`config.mk`:
```
export PLATFORM = sky130hd
export DESIGN_NAME = mlfq_three_level_scheduler_tick
export DESIGN_NICKNAME = d
export VERILOG_FILES = /design/src/rtl/mlfq_pkg.sv /design/src/rtl/mlfq_three_level_scheduler_tick.sv /design/src/rtl/mlfq_ctrl.sv /design/src/rtl/mlfq_datapath.sv
export SDC_FILE = /design/constraint.sdc
export NUM_CORES = 2
export LEC_CHECK = 0
export ABC_CLOCK_PERIOD_IN_PS = 13100
export BUFFER_PORTS_ARGS = -buffer_cell sky130_fd_sc_hd__buf_2
export CAP_MARGIN = 20
export CORE_AREA = 2 2 548 550
export CTS_CLUSTER_SIZE = 16
export DETAILED_ROUTE_END_ITERATION = 16
export DIE_AREA = 0 0 550 552
export HOLD_SLACK_MARGIN = 0.12
export PLACE_DENSITY = 0.61
export SKIP_CTS_REPAIR_TIMING = 1
export SYNTH_ARGS = -nofsm -noshare
export SYNTH_HDL_FRONTEND = slang
export SYNTH_SLANG_ARGS = --single-unit
```
`constraint.sdc`:
```
create_clock -name clk -period 13.1 [get_ports clk]
set_clock_uncertainty 0.15 [all_clocks]
set_input_delay 3.275 -clock clk [delete_from_list [all_inputs] [get_ports clk]]
set_output_delay 3.275 -clock clk [all_outputs]
set_load 0.005 [all_outputs]
```
`src/rtl/mlfq_pkg.sv`:
```
// Shared types and constants of the three-level feedback-queue scheduler.
// Used by the controller, the datapath and the top level.
package mlfq_pkg;

	typedef enum logic [2:0] {
		ST_IDLE,
		ST_ARRIVE,
		ST_DISPATCH,
		ST_IO,
		ST_EXEC,
		ST_OUT
	} state_t;

	typedef struct packed {
		logic arrive;
		logic dispatch;
		logic io;
		logic exec;
		logic finish;
	} cmd_t;

	localparam logic [1:0] QL1 = 2'd0;
	localparam logic [1:0] QL2 = 2'd1;
	localparam logic [1:0] QL3 = 2'd2;
	localparam logic [1:0] QIO = 2'd3;

	localparam logic [0:0] REG_Q1 = 1'b0;
	localparam logic [0:0] REG_Q2 = 1'b1;

endpackage

```
`src/rtl/mlfq_three_level_scheduler_tick.sv`:
```
// Top level of the three-level feedback-queue scheduler.
// Instantiates mlfq_ctrl and mlfq_datapath; uses mlfq_pkg.
//
// One request on the slave stream is one scheduler tick. s_tuser carries
// arrival_valid; s_tdata carries the rest of the arrival. Each tick yields
// one result request on the master stream. Once a tick is taken, arrival,
// dispatch, IO and execute run as four sequenced steps of the controller,
// and the result is then copied into the output register in the OUT state
// once that register is free, where it is held until taken. The block
// accepts a new tick only after that copy. The user must write the quanta
// through the configuration port only while the block is idle; the block
// itself does not enforce this. Reset empties all queues, frees the CPU,
// clears the tick counter and restores quanta of 4 and 8. When the receiver
// stalls, the held result stays valid, one more tick can be processed and
// then waits for the output register, and no further tick is accepted.
module mlfq_three_level_scheduler_tick #(
	parameter int MAX_JOBS   = 16,
	parameter int BURST_BITS = 16,
	parameter int TIME_BITS  = 32
) (
	input  logic         clk,
	input  logic         arst_n,
	input  logic         cfg_we,
	input  logic         cfg_idx,
	input  logic [15:0]  cfg_data,
	input  logic         s_tvalid,
	output logic         s_tready,
	input  logic [87:0]  s_tdata,  // slot, stamp, first, io, second burst
	input  logic         s_tuser,  // arrival_valid
	output logic         m_tvalid,
	input  logic         m_tready,
	output logic [143:0] m_tdata   // time, run v/slot/level/phase, fin v/slot/ta/wait/first, idle
);

	mlfq_pkg::cmd_t cmd;
	logic busy, start, arr_v_q;
	logic [83:0] arr_q;
	logic [TIME_BITS-1:0] now, fin_ta, fin_wait, fin_first;
	logic run_v, run_phase, fin_v, idle, out_v_q;
	logic [3:0] run_slot, fin_slot;
	logic [1:0] run_level;
	logic [143:0] res_q;

	assign s_tready = !busy;
	assign start = s_tvalid && s_tready;

	always_ff @(posedge clk) begin
		if (start) begin
			arr_q <= s_tdata[83:0];
			arr_v_q <= s_tuser;
		end
	end

	always_ff @(posedge clk or negedge arst_n) begin
		if (!arst_n) out_v_q <= 1'b0;
		else if (cmd.finish) out_v_q <= 1'b1;
		else if (m_tready) out_v_q <= 1'b0;
	end

	always_ff @(posedge clk) begin
		if (cmd.finish) begin
			res_q <= {2'd0, idle, 32'(fin_first), 32'(fin_wait), 32'(fin_ta), fin_slot,
				fin_v, run_phase, run_level, run_slot, run_v, 32'(now - 1'b1)};
		end
	end

	mlfq_ctrl u_ctrl (
		.clk(clk), .arst_n(arst_n), .start(start),
		.out_free(!out_v_q || m_tready), .cmd(cmd), .busy(busy)
	);

	mlfq_datapath #(.MAX_JOBS(MAX_JOBS), .BURST_BITS(BURST_BITS), .TIME_BITS(TIME_BITS))
	u_dp (
		.clk(clk), .arst_n(arst_n), .cmd(cmd),
		.cfg_we(cfg_we), .cfg_idx(cfg_idx), .cfg_data(cfg_data),
		.a_valid(arr_v_q), .a_slot(arr_q[3:0]), .a_stamp(arr_q[35:4]),
		.a_b1(BURST_BITS'(arr_q[51:36])), .a_io(BURST_BITS'(arr_q[67:52])),
		.a_b2(BURST_BITS'(arr_q[83:68])),
		.now(now), .run_v(run_v), .run_slot(run_slot), .run_level(run_level),
		.run_phase(run_phase), .fin_v(fin_v), .fin_slot(fin_slot), .fin_ta(fin_ta),
		.fin_wait(fin_wait), .fin_first(fin_first), .idle(idle)
	);

	assign m_tvalid = out_v_q;
	assign m_tdata = res_q;

endmodule

```
`src/rtl/mlfq_ctrl.sv`:
```
// Sequencing controller of the scheduler: steps one tick through its phases.
// Depends on mlfq_pkg.
module mlfq_ctrl (
	input  logic              clk,
	input  logic              arst_n,
	input  logic              start,
	input  logic              out_free,
	output mlfq_pkg::cmd_t    cmd,
	output logic              busy
);

	mlfq_pkg::state_t state_q, state_next;

	always_ff @(posedge clk or negedge arst_n) begin
		if (!arst_n) state_q <= mlfq_pkg::ST_IDLE;
		else state_q <= state_next;
	end

	always_comb begin
		state_next = state_q;
		case (state_q)
			mlfq_pkg::ST_IDLE:     if (start) state_next = mlfq_pkg::ST_ARRIVE;
			mlfq_pkg::ST_ARRIVE:   state_next = mlfq_pkg::ST_DISPATCH;
			mlfq_pkg::ST_DISPATCH: state_next = mlfq_pkg::ST_IO;
			mlfq_pkg::ST_IO:       state_next = mlfq_pkg::ST_EXEC;
			mlfq_pkg::ST_EXEC:     state_next = mlfq_pkg::ST_OUT;
			mlfq_pkg::ST_OUT:      if (out_free) state_next = mlfq_pkg::ST_IDLE;
			default:               state_next = mlfq_pkg::ST_IDLE;
		endcase
	end

	always_comb begin
		cmd = '0;
		busy = 1'b1;
		case (state_q)
			mlfq_pkg::ST_IDLE:     busy = 1'b0;
			mlfq_pkg::ST_ARRIVE:   cmd.arrive = 1'b1;
			mlfq_pkg::ST_DISPATCH: cmd.dispatch = 1'b1;
			mlfq_pkg::ST_IO:       cmd.io = 1'b1;
			mlfq_pkg::ST_EXEC:     cmd.exec = 1'b1;
			mlfq_pkg::ST_OUT:      cmd.finish = out_free;
			default:               busy = 1'b0;
		endcase
	end

	assert property (@(posedge clk) disable iff (!arst_n)
		cmd.arrive |=> cmd.dispatch) else $error("dispatch must follow arrival");
	assert property (@(posedge clk) disable iff (!arst_n)
		cmd.io |=> cmd.exec) else $error("execute must follow io");
	assert property (@(posedge clk) disable iff (!arst_n)
		$countones({cmd.arrive, cmd.dispatch, cmd.io, cmd.exec}) <= 1)
		else $error("one phase at a time");

endmodule

```
`src/rtl/mlfq_datapath.sv`:
```
// Datapath of the scheduler: job tables, four slot queues, CPU and IO state.
// Depends on mlfq_pkg; driven by mlfq_ctrl commands.
module mlfq_datapath #(
	parameter int MAX_JOBS   = 16,
	parameter int BURST_BITS = 16,
	parameter int TIME_BITS  = 32
) (
	input  logic                  clk,
	input  logic                  arst_n,
	input  mlfq_pkg::cmd_t        cmd,
	input  logic                  cfg_we,
	input  logic [0:0]            cfg_idx,
	input  logic [15:0]           cfg_data,
	input  logic                  a_valid,
	input  logic [3:0]            a_slot,
	input  logic [31:0]           a_stamp,
	input  logic [BURST_BITS-1:0] a_b1,
	input  logic [BURST_BITS-1:0] a_io,
	input  logic [BURST_BITS-1:0] a_b2,
	output logic [TIME_BITS-1:0]  now,
	output logic                  run_v,
	output logic [3:0]            run_slot,
	output logic [1:0]            run_level,
	output logic                  run_phase,
	output logic                  fin_v,
	output logic [3:0]            fin_slot,
	output logic [TIME_BITS-1:0]  fin_ta,
	output logic [TIME_BITS-1:0]  fin_wait,
	output logic [TIME_BITS-1:0]  fin_first,
	output logic                  idle
);

	localparam int SW = (MAX_JOBS > 1) ? $clog2(MAX_JOBS) : 1;
	localparam int CW = $clog2(MAX_JOBS + 1);
	localparam int SUMW = BURST_BITS + 2;

	logic [15:0] q1_q, q2_q;
	logic [TIME_BITS-1:0] tick_q;
	logic [BURST_BITS-1:0] rb1_q [MAX_JOBS];
	logic [BURST_BITS-1:0] rio_q [MAX_JOBS];
	logic [BURST_BITS-1:0] rb2_q [MAX_JOBS];
	logic [SUMW-1:0] sum_q [MAX_JOBS];
	logic [TIME_BITS-1:0] arr_q [MAX_JOBS];
	logic [TIME_BITS-1:0] first_q [MAX_JOBS];
	logic [MAX_JOBS-1:0] started_q;
	logic [SW-1:0] qmem_q [4][MAX_JOBS];
	logic [SW-1:0] rp_q [4];
	logic [SW-1:0] wp_q [4];
	logic [CW-1:0] cnt_q [4];
	logic cpu_busy_q;
	logic [SW-1:0] cpu_slot_q;
	logic [1:0] cpu_level_q;
	logic [15:0] slice_q;

	logic [SW-1:0] io_head, s;
	logic [BURST_BITS-1:0] io_dec, b1_dec, b2_dec;
	logic [15:0] slice_inc;
	logic [TIME_BITS-1:0] ta;
	logic qexp;

	function automatic logic [SW-1:0] nxt(input logic [SW-1:0] p);
		return (32'(p) + 1 >= MAX_JOBS) ? '0 : p + 1'b1;
	endfunction

	assign io_head = qmem_q[mlfq_pkg::QIO][rp_q[mlfq_pkg::QIO]];
	assign io_dec = (rio_q[io_head] != '0) ? rio_q[io_head] - 1'b1 : '0;
	assign s = cpu_slot_q;
	assign b1_dec = rb1_q[s] - 1'b1;
	assign b2_dec = rb2_q[s] - 1'b1;
	assign slice_inc = slice_q + 16'd1;
	assign qexp = (cpu_level_q == 2'd1 && slice_inc == q1_q) ||
		(cpu_level_q == 2'd2 && slice_inc == q2_q);
	assign ta = now + 1'b1 - arr_q[s];
	assign now = tick_q;
	assign idle = !cpu_busy_q && cnt_q[0] == '0 && cnt_q[1] == '0 &&
		cnt_q[2] == '0 && cnt_q[3] == '0;

	always_ff @(posedge clk or negedge arst_n) begin
		if (!arst_n) begin
			q1_q <= 16'd4;
			q2_q <= 16'd8;
			tick_q <= '0;
			started_q <= '0;
			for (int i = 0; i < 4; i++) begin
				rp_q[i] <= '0;
				wp_q[i] <= '0;
				cnt_q[i] <= '0;
			end
			cpu_busy_q <= 1'b0;
			cpu_slot_q <= '0;
			cpu_level_q <= 2'd1;
			slice_q <= '0;
			run_v <= 1'b0;
			fin_v <= 1'b0;
		end else begin
			if (cfg_we && cfg_idx == mlfq_pkg::REG_Q1) q1_q <= cfg_data;
			if (cfg_we && cfg_idx == mlfq_pkg::REG_Q2) q2_q <= cfg_data;
			if (cmd.arrive) begin
				run_v <= 1'b0;
				fin_v <= 1'b0;
				run_slot <= '0;
				run_level <= '0;
				run_phase <= 1'b0;
				fin_slot <= '0;
				fin_ta <= '0;
				fin_wait <= '0;
				fin_first <= '0;
				if (a_valid && 32'(a_slot) < MAX_JOBS) begin
					rb1_q[SW'(a_slot)] <= a_b1;
					rio_q[SW'(a_slot)] <= a_io;
					rb2_q[SW'(a_slot)] <= a_b2;
					sum_q[SW'(a_slot)] <= SUMW'(a_b1) + SUMW'(a_io) + SUMW'(a_b2);
					arr_q[SW'(a_slot)] <= TIME_BITS'(a_stamp);
					started_q[SW'(a_slot)] <= 1'b0;
					if (32'(cnt_q[0]) < MAX_JOBS) begin
						qmem_q[0][wp_q[0]] <= SW'(a_slot);
						wp_q[0] <= nxt(wp_q[0]);
						cnt_q[0] <= cnt_q[0] + 1'b1;
					end
				end
			end
			if (cmd.dispatch && !cpu_busy_q) begin
				for (int q = 2; q >= 0; q--) begin
					if (cnt_q[q] != '0 && (q == 0 || (cnt_q[0] == '0 &&
						(q == 1 || cnt_q[1] == '0)))) begin
						cpu_slot_q <= qmem_q[q][rp_q[q]];
						cpu_level_q <= 2'(q + 1);
						cpu_busy_q <= 1'b1;
						slice_q <= '0;
						rp_q[q] <= nxt(rp_q[q]);
						cnt_q[q] <= cnt_q[q] - 1'b1;
						if (!started_q[qmem_q[q][rp_q[q]]]) begin
							started_q[qmem_q[q][rp_q[q]]] <= 1'b1;
							first_q[qmem_q[q][rp_q[q]]] <= now;
						end
					end
				end
			end
			if (cmd.io && cnt_q[3] != '0) begin
				rio_q[io_head] <= io_dec;
				if (io_dec == '0) begin
					rp_q[3] <= nxt(rp_q[3]);
					cnt_q[3] <= cnt_q[3] - 1'b1;
					if (32'(cnt_q[0]) < MAX_JOBS) begin
						qmem_q[0][wp_q[0]] <= io_head;
						wp_q[0] <= nxt(wp_q[0]);
						cnt_q[0] <= cnt_q[0] + 1'b1;
					end
				end
			end
			if (cmd.exec) begin
				tick_q <= tick_q + 1'b1;
				if (cpu_busy_q) begin
					logic term, to_io, demote;
					term = 1'b0;
					to_io = 1'b0;
					demote = 1'b0;
					run_v <= 1'b1;
					run_slot <= 4'(s);
					run_level <= cpu_level_q;
					if (rb1_q[s] != '0) begin
						run_phase <= 1'b0;
						rb1_q[s] <= b1_dec;
						slice_q <= slice_inc;
						if (b1_dec == '0 && rio_q[s] != '0) to_io = 1'b1;
						else if (b1_dec == '0 && rb2_q[s] == '0) term = 1'b1;
						else demote = qexp;
					end else if (rio_q[s] != '0) begin
						run_phase <= 1'b0;
						to_io = 1'b1;
					end else if (rb2_q[s] != '0) begin
						run_phase <= 1'b1;
						rb2_q[s] <= b2_dec;
						slice_q <= slice_inc;
						if (b2_dec == '0) term = 1'b1;
						else demote = qexp;
					end else begin
						run_phase <= 1'b1;
						term = 1'b1;
					end
					if (to_io && 32'(cnt_q[3]) < MAX_JOBS) begin
						qmem_q[3][wp_q[3]] <= s;
						wp_q[3] <= nxt(wp_q[3]);
						cnt_q[3] <= cnt_q[3] + 1'b1;
					end
					if (demote) begin
						if (32'(cnt_q[cpu_level_q]) < MAX_JOBS) begin
							qmem_q[cpu_level_q][wp_q[cpu_level_q]] <= s;
							wp_q[cpu_level_q] <= nxt(wp_q[cpu_level_q]);
							cnt_q[cpu_level_q] <= cnt_q[cpu_level_q] + 1'b1;
						end
					end
					if (to_io || demote || term) cpu_busy_q <= 1'b0;
					if (term) begin
						fin_v <= 1'b1;
						fin_slot <= 4'(s);
						fin_ta <= ta;
						fin_wait <= ta - TIME_BITS'(sum_q[s]);
						fin_first <= first_q[s];
					end
				end
			end
		end
	end

	assert property (@(posedge clk) disable iff (!arst_n)
		fin_v |-> run_v) else $error("finish without a running job");
	assert property (@(posedge clk) disable iff (!arst_n)
		32'(cnt_q[0]) <= MAX_JOBS) else $error("level one count overflow");
	assert property (@(posedge clk) disable iff (!arst_n)
		cmd.exec |=> tick_q == $past(tick_q) + 1'b1) else $error("tick not advanced");

endmodule
```
Word-level counts from Yosys, hierarchy flattened
Memories as Yosys holds them, arrays and structs flattened.
Cells that the tools add are included.
{"block": "classes", "addsub": 31, "order_cmp": 30, "eq_ne": 11, "muxes": 311, "bitwise_logic": 78, "reduce_logical": 78}
{"op": "64-bit two-way mux", "n": 8}
{"op": "16-bit two-way mux", "n": 28}
{"op": "32-bit two-way mux", "n": 14}
{"op": "32-bit by 5-bit greater-or-equal comparator with 1-bit output (second input constant)", "n": 7}
{"op": "4-bit two-way mux", "n": 45}
{"op": "1-bit two-way mux", "n": 163}
{"op": "64-bit OR reduction", "n": 2}
{"op": "5-bit two-way mux", "n": 17}
{"op": "20-bit two-way mux", "n": 4}
{"op": "4-bit binary-select mux with 4-bit select", "n": 4}
{"op": "16-bit zero test", "n": 4}
{"op": "1-bit bitwise OR", "n": 64}
{"op": "16-bit nonzero test", "n": 4}
{"op": "32-bit OR reduction", "n": 2}
{"op": "4-bit demux with 4-bit select", "n": 3}
{"op": "16-bit bitwise OR", "n": 3}
{"op": "16-bit OR reduction", "n": 3}
{"op": "16-bit by 1-bit subtractor with 16-bit output (second input constant)", "n": 3}
{"op": "1-bit logical AND", "n": 36}
{"op": "4-bit by 1-bit adder with 5-bit output (second input constant)", "n": 7}
{"op": "5-bit greater-or-equal comparator (second input constant)", "n": 7}
{"op": "4-bit inverter with 5-bit output", "n": 7}
{"op": "32-bit by 1-bit adder with 32-bit output (second input constant)", "n": 1}
{"op": "16-bit equality test", "n": 2}
{"op": "other kinds (48)", "n": 101}
{"block": "word_totals", "reg_bits": 495, "mem_bits_rw": 2336, "inputBits": 111, "out_inout_bits": 146, "word_cells": 580, "n_memories": 7}
{"memory": "u_dp.arr_q", "depth": 16, "word_bits": 32, "rd": 1, "rd_clocked_by_memory_dff": 0, "write_ports": 1, "line_no": "mlfq_datapath.sv:43", "source": "logic [TIME_BITS-1:0] arr_q [MAX_JOBS];"}
{"memory": "u_dp.first_q", "depth": 16, "word_bits": 32, "rd": 1, "rd_clocked_by_memory_dff": 0, "write_ports": 1, "line_no": "mlfq_datapath.sv:44", "source": "logic [TIME_BITS-1:0] first_q [MAX_JOBS];"}
{"memory": "u_dp.sum_q", "depth": 16, "word_bits": 18, "rd": 1, "rd_clocked_by_memory_dff": 0, "write_ports": 1, "line_no": "mlfq_datapath.sv:42", "source": "logic [SUMW-1:0] sum_q [MAX_JOBS];"}
{"memory": "u_dp.qmem_q", "depth": 4, "word_bits": 64, "rd": 4, "rd_clocked_by_memory_dff": 0, "write_ports": 1, "line_no": "mlfq_datapath.sv:46", "source": "logic [SW-1:0] qmem_q [4][MAX_JOBS];"}
{"memory": "u_dp.rb1_q", "depth": 16, "word_bits": 16, "rd": 1, "rd_clocked_by_memory_dff": 0, "write_ports": 1, "line_no": "mlfq_datapath.sv:39", "source": "logic [BURST_BITS-1:0] rb1_q [MAX_JOBS];"}
{"memory": "u_dp.rb2_q", "depth": 16, "word_bits": 16, "rd": 1, "rd_clocked_by_memory_dff": 0, "write_ports": 1, "line_no": "mlfq_datapath.sv:41", "source": "logic [BURST_BITS-1:0] rb2_q [MAX_JOBS];"}
{"memory": "+1 memories"}

Depth between registers and ports, before layout
{"block": "depth", "depth_word": 20, "ltp_mapped": 36}

Hierarchy
A second synthesis with hierarchy kept.
{"block": "hier_totals", "cells_unflattened": 8390, "hier_area_um2": 126628.9}
{"mod": "mlfq_datapath", "n_inst": 1, "cells_each": 8049, "area_per_inst_um2": 118960.3}
{"mod": "mlfq_three_level_scheduler_tick", "n_inst": 1, "cells_each": 319, "area_per_inst_um2": 7482.2}
{"mod": "mlfq_ctrl", "n_inst": 1, "cells_each": 22, "area_per_inst_um2": 186.4}

Least setup slack after synthesis
OpenSTA, ideal clock, no wires.
{"block": "synth_timing", "path_type": "input-to-reg", "startpoint": "input m_tready", "endpoint": "register res_q[0] (netlist: m_tdata[0]) (enable)", "setup_ps": 645, "t_arrival_ps": 9349, "t_required_ps": 12305, "path_slack_ps": 2956, "stages": 3, "cell_sequence": "nand2b_1 > nand2_1 > nor2_1"}
{"element": "start, declared", "line_no": "mlfq_three_level_scheduler_tick.sv:31", "source": "input logic m_tready,"}
{"element": "end signal, assigned", "line_no": "mlfq_three_level_scheduler_tick.sv:62", "source": "res_q <= {2'd0, idle, 32'(fin_first), 32'(fin_wait), 32'(fin_ta), fin_slot,"}
{"element": "end, declared", "line_no": "mlfq_three_level_scheduler_tick.sv:42", "source": "logic [143:0] res_q;"}

Worst setup path after layout
{"block": "layout_timing", "startpoint": "register u_dp.rp_q[0] in the netlist's numbering", "endpoint": "memory u_dp.qmem_q[3][11] in the netlist's numbering (data pin)"}
{"block": "layout_between", "elab_chain_cells": 15, "elab_cells_between_ends": 16, "cone_classes": "add/sub (1); mux (10); bitwise (1); reduce/logical (3); memory (1)"}
{"element": "start, declared", "line_no": "mlfq_datapath.sv:47", "source": "logic [SW-1:0] rp_q [4];"}
{"element": "start signal, assigned by index", "line_no": "mlfq_datapath.sv:130", "source": "rp_q[q] <= nxt(rp_q[q]);"}
{"element": "4-bit inverter with 5-bit output (not written as such) (*)", "line_no": "mlfq_datapath.sv:65", "source": "assign io_head = qmem_q[mlfq_pkg::QIO][rp_q[mlfq_pkg::QIO]];"}
{"element": "4-bit binary-select mux with 4-bit select (*)", "line_no": "mlfq_datapath.sv:65"}
{"element": "4-bit two-way mux (not written as such) (*) (2 in a row)", "line_no": "mlfq_datapath.sv:65"}
{"element": "memory read 16 x 16 bit"}
{"element": "16-bit by 1-bit subtractor with 16-bit output / 16-bit nonzero test (equally long branches)", "line_no": "mlfq_datapath.sv:66", "source": "assign io_dec = (rio_q[io_head] != '0) ? rio_q[io_head] - 1'b1 : '0;"}
{"element": "16-bit two-way mux", "line_no": "mlfq_datapath.sv:66"}
{"element": "16-bit zero test", "line_no": "mlfq_datapath.sv:141", "source": "if (io_dec == '0) begin"}
{"element": "1-bit two-way mux", "line_no": "mlfq_datapath.sv:141"}
{"element": "1-bit two-way mux", "line_no": "mlfq_datapath.sv:139", "source": "if (cmd.io && cnt_q[3] != '0) begin"}
{"element": "1-bit logical AND (not written as such)", "line_no": "mlfq_datapath.sv:145", "source": "qmem_q[0][wp_q[0]] <= io_head;"}
{"element": "64-bit two-way mux (not written as such)", "line_no": "mlfq_datapath.sv:145"}
{"element": "1-bit two-way mux (no line) (*)"}
{"element": "64-bit two-way mux (no line) (*) (2 in a row)"}
{"element": "end, declared", "line_no": "mlfq_datapath.sv:46"}
Mark *: on every way between the ends. The rest lies on a longest branch, timed or not. The select of a mux whose other input is x is not followed.

==> summary.txt <==
Global route
  • GR Util All Layers: 0.205
  • M2 GR Usage: 0.323
  • First-pass GRT wire length: 456,000 um
  • Met1 Track Usage GR: 0.288
  • Gr ovfl total: 0
  • Initial antenna violation count: 21
  • Global route hottest layer: met2
  • Met3 usage: 0.0360
  • Vias in the first global route: 64,624
  • Largest net degree at the start of global routing: 141

STA
  • Setup TNS Final: 0 ns
  • Slew headroom: 0.209
  • Measured slew at the worst slew-check pin: 1.19 ns
  • Slew Limit Fails: 0
  • Final setup viols: 0
  • Fin crit share: 0.713
  • Minimum clock period: roughly 9.3 ns
  • Fmax: ~110 MHz
  • Number of failing hold endpoints at the final stage: 0
  • RSZ-0062 raised after global routing: no

Drt
  • Drt wl/cell: 28.2 um
  • Via/cell ratio: 5.76
  • Vias after detailed routing: 64,692
  • DRC: 0
  • Initial DRC count: 7,435
  • DRT antenna net count: 0
  • Total routed wirelength: 317,000 um
  • Pre-Repair DR Iteration Count: 6

Final layout
  • Layout cells sized above 1: 0.241
  • Post-layout instance area: 0.135 mm^2
  • Core Util, Final: 0.452
  • Syn-to-layout area delta: 13.8%
  • # nets final: 7,248

Worst hold path
  • Hold crit path type: reg2reg
  • Hold depth: 0

Floorplanning
  • Die H: 552 um
  • Initial Utilization: 0.397
  • Die area: 0.304 mm^2
  • Site Rows: 201
  • # IOs: roughly 260
  • Core area: 0.298 mm^2
  • Die Width: ~550 um

Setup path
  • Kind of critical path: reg2reg
  • Worst Path Required: 13.45 ns
  • Worst setup SP type: flip-flop
  • Crit path capture type: flip-flop
  • Critical path arrival: 9.68 ns
  • Cell depth of the worst flop-to-flop path: 17
  • CP Max Fanout: 54

Clocking
  • Htree depth: 5
  • Clk slew on worst S/H paths: 0.06 ns
  • Worst skew pair latency: 0.92 ns
  • Max Root-Sink Buffers: 4
  • Clock Sinks: approximately 2,800
  • CTS tree: done
  • Root buf cell: clkbuf_16
  • Inserted Clock Buffers: 303

Placement
  • Area after DPL: about 0.12 mm^2
  • Routability Congestion: 0.952
  • HPWL Detailed: 197,000 um
  • I/O Buffers: between 200 and 300

Power
  • Sequential share of power: 0.420
  • Static leakage power: 43.3 nW
  • Proportion of power drawn by combinational gates: 0.275
  • PD cells: 205 mW/mm^2
  • Int Power: around 19 mW
  • VDD IR max: between 0.15 and 0.2 mV
  • P_sw: 8.76 mW
  • Clock power share: 0.304
  • Switch share: 0.318

Synth
  • Ranking of synthesized cells by area: edfxtp_1 (68%), mux4_2 (13%), dfrtp_1 (3.3%), ha_1 (1.2%), xnor2_1 (1.1%)
  • Sequential element share of the synthesized area: 0.711
  • Cells after Synth: 6,607
  • Primary FF master, synth: edfxtp_1
  • Register bit total from synthesis: 2,831
  • Distinct cells, synth: 93
  • Post-synth ARST share: 0.0569
  • Ys Warns: 0
  • EDFF count, synth: ~2,700
  • Mean Syn Cell Area: 17.9 um^2
  • Area leader, netlist: edfxtp_1
  • Mapped Area: around 0.12 mm^2
  • Share of the synthesized area in the top cell type: 0.677

Job
  • Max-cap viol count: 0

Run status
  • Outcome: finished clean
## critical path: stages (launching register included)
cell,delay [ns]
dfrtp_1,0.65
buf_4,0.41
mux2i_1,0.16
a2bb2oi_1,0.26
nand3_2,0.72
nand2_4,1.02
buf_4,0.50
mux2i_1,0.17
mux4_2,0.48
a211oi_1,0.92
nand2_1,0.19
nor4b_2,0.34
nor3_1,0.14
o41ai_4,0.48
buf_4,0.35
nand4_1,0.88
nand2_1,0.68
o211ai_1,0.38
## state kept, by name, summed over array words and instances (netlist names), 20 cells and up, named ones only
name and count:
arr_q 84, m_tdata 142, u_dp.arr_q 512, u_dp.cnt_q 20, u_dp.fin_first 32, u_dp.fin_ta 32
u_dp.fin_wait 32, u_dp.first_q 512, u_dp.now 32, u_dp.qmem_q 256, u_dp.rb1_q 256, u_dp.rb2_q 256
u_dp.rio_q 256, u_dp.sum_q 288
## synth_stat cells (8+ instances only)
library cell / number
mux2i_1: 92
a31oi_1: 38
or2_2: 12
nor3b_1: 20
a22o_1: 9
nand2b_1: 37
mux2_2: 81
nand4_1: 35
o21ai_0: 214
nor4_1: 77
nand3_1: 198
nand2_1: 283
o21bai_1: 24
a22oi_1: 13
clkbuf_1: 184
buf_6: 21
xor2_1: 123
o211ai_1: 53
mux4_2: 669
xnor2_1: 151
and3_1: 24
buf_2: 50
o21a_1: 13
inv_1: 169
nor2b_1: 41
nor2_1: 340
o31ai_1: 17
o41ai_1: 8
or3_1: 15
buf_1: 67
a221oi_1: 27
a211oi_1: 38
a21oi_1: 158
dfrtp_1: 158
ha_1: 115
buf_4: 11
a21o_1: 29
a21boi_0: 27
a311oi_1: 20
and2_1: 66
nor3_1: 81
edfxtp_1: 2670
or4_1: 21
## layout by cell type (no fill, tap or decap), drive strengths merged, types with 17 or more instances in the layout
cell,instances
nand2,289
a221oi,27
or4,22
nor2,340
o31ai,17
nand2b,37
a31oi,39
mux2,84
a311oi,20
clkinv,138
o21ai,215
a21oi,158
mux4,671
and2,68
nand4,35
a21o,29
nand3,204
nor2b,41
a211oi,42
inv,182
edfxtp,2670
xor2,123
o211ai,53
a21boi,27
nor3,82
o21bai,24
nor4,78
clkbuf,364
nor3b,21
dfrtp,158
buf,439
mux2i,92
bufinv,22
and3,24
xnor2,151
ha,115
## final timing paths
path	startpoint	endpoint	slack [ns]
setup / recovery	u_dp.rp_q[0]	u_dp.qmem_q[3][11]	3.77
hold / removal	u_dp.fin_ta[30]	m_tdata[75]	0.27
setup reg to reg	u_dp.rp_q[0]	u_dp.qmem_q[3][11]	3.77
hold reg to reg	u_dp.fin_ta[30]	m_tdata[75]	0.27
max in group asynchronous	arst_n	u_dp.cpu_slot_q[3]	9.13
min in group asynchronous	arst_n	u_dp.run_v	2.17
## final cells by class
| cell class | count | area (um^2) |
|---|---|---|
| multi-input combinational | 3270 | 32400 |
| inverter | 173 | 657 |
| timing repair buffer | 439 | 2760 |
| clock inverter | 184 | 1790 |
| clock buffer | 364 | 7930 |
| fill | 25466 | 163000 |
| antenna | 11 | 27.5 |
| sequential | 2831 | 84200 |
| tap | 3958 | 4950 |
## logic make-up (layout without fill, tap and decap cells)
kind of cell | Yosys count | after routing | synth area share
buffers and inverters | 507 | 1160 | 0.0184
multiplexers | 847 | 847 | 0.143
AND/OR/NAND/NOR | 1299 | 1299 | 0.0541
flip-flops | 2831 | 2831 | 0.711
adder cells (fa/ha/maj) | 119 | 119 | 0.0128
AO/OA/AOI/OAI | 729 | 729 | 0.0396
other | 1 | 13 | 0.0000317
XOR/XNOR | 274 | 274 | 0.0203
## metal layers
layer | share of wire | up-vias
met5 | 0.00020 | -
met2 | 0.47 | 2865
met3 | 0.079 | 581
li1 | - | 27366
met4 | 0.036 | 10
met1 | 0.42 | 33870
## power groups by stage
stage	Clock, mW	Combinational (mW)	Sequential [mW]
final	8.40	7.60	11.6
after floorplan	0	5.03	11.5
after global placement	0	7.53	11.8
after detailed placement	0	7.63	11.8
after CTS	8.54	7.66	11.6
after global routing	8.88	8.20	11.6
## stage by stage
stage / power (mW) / hold WS, ns / cells / setup WS (ns)
global route: 28.7 / 0.298 / 11220 / 3.46
CTS: 27.8 / 0.277 / 11208 / 3.88
finish: 27.6 / 0.271 / 11230 / 3.77
global placement: 19.3 / 0.276 / 10660 / 4.31
floorplan: 16.6 / 0.267 / 6608 / 2.96
detailed placement: 19.4 / 0.286 / 10660 / 3.89
No activity file was read; power rests on OpenSTA's default activity.
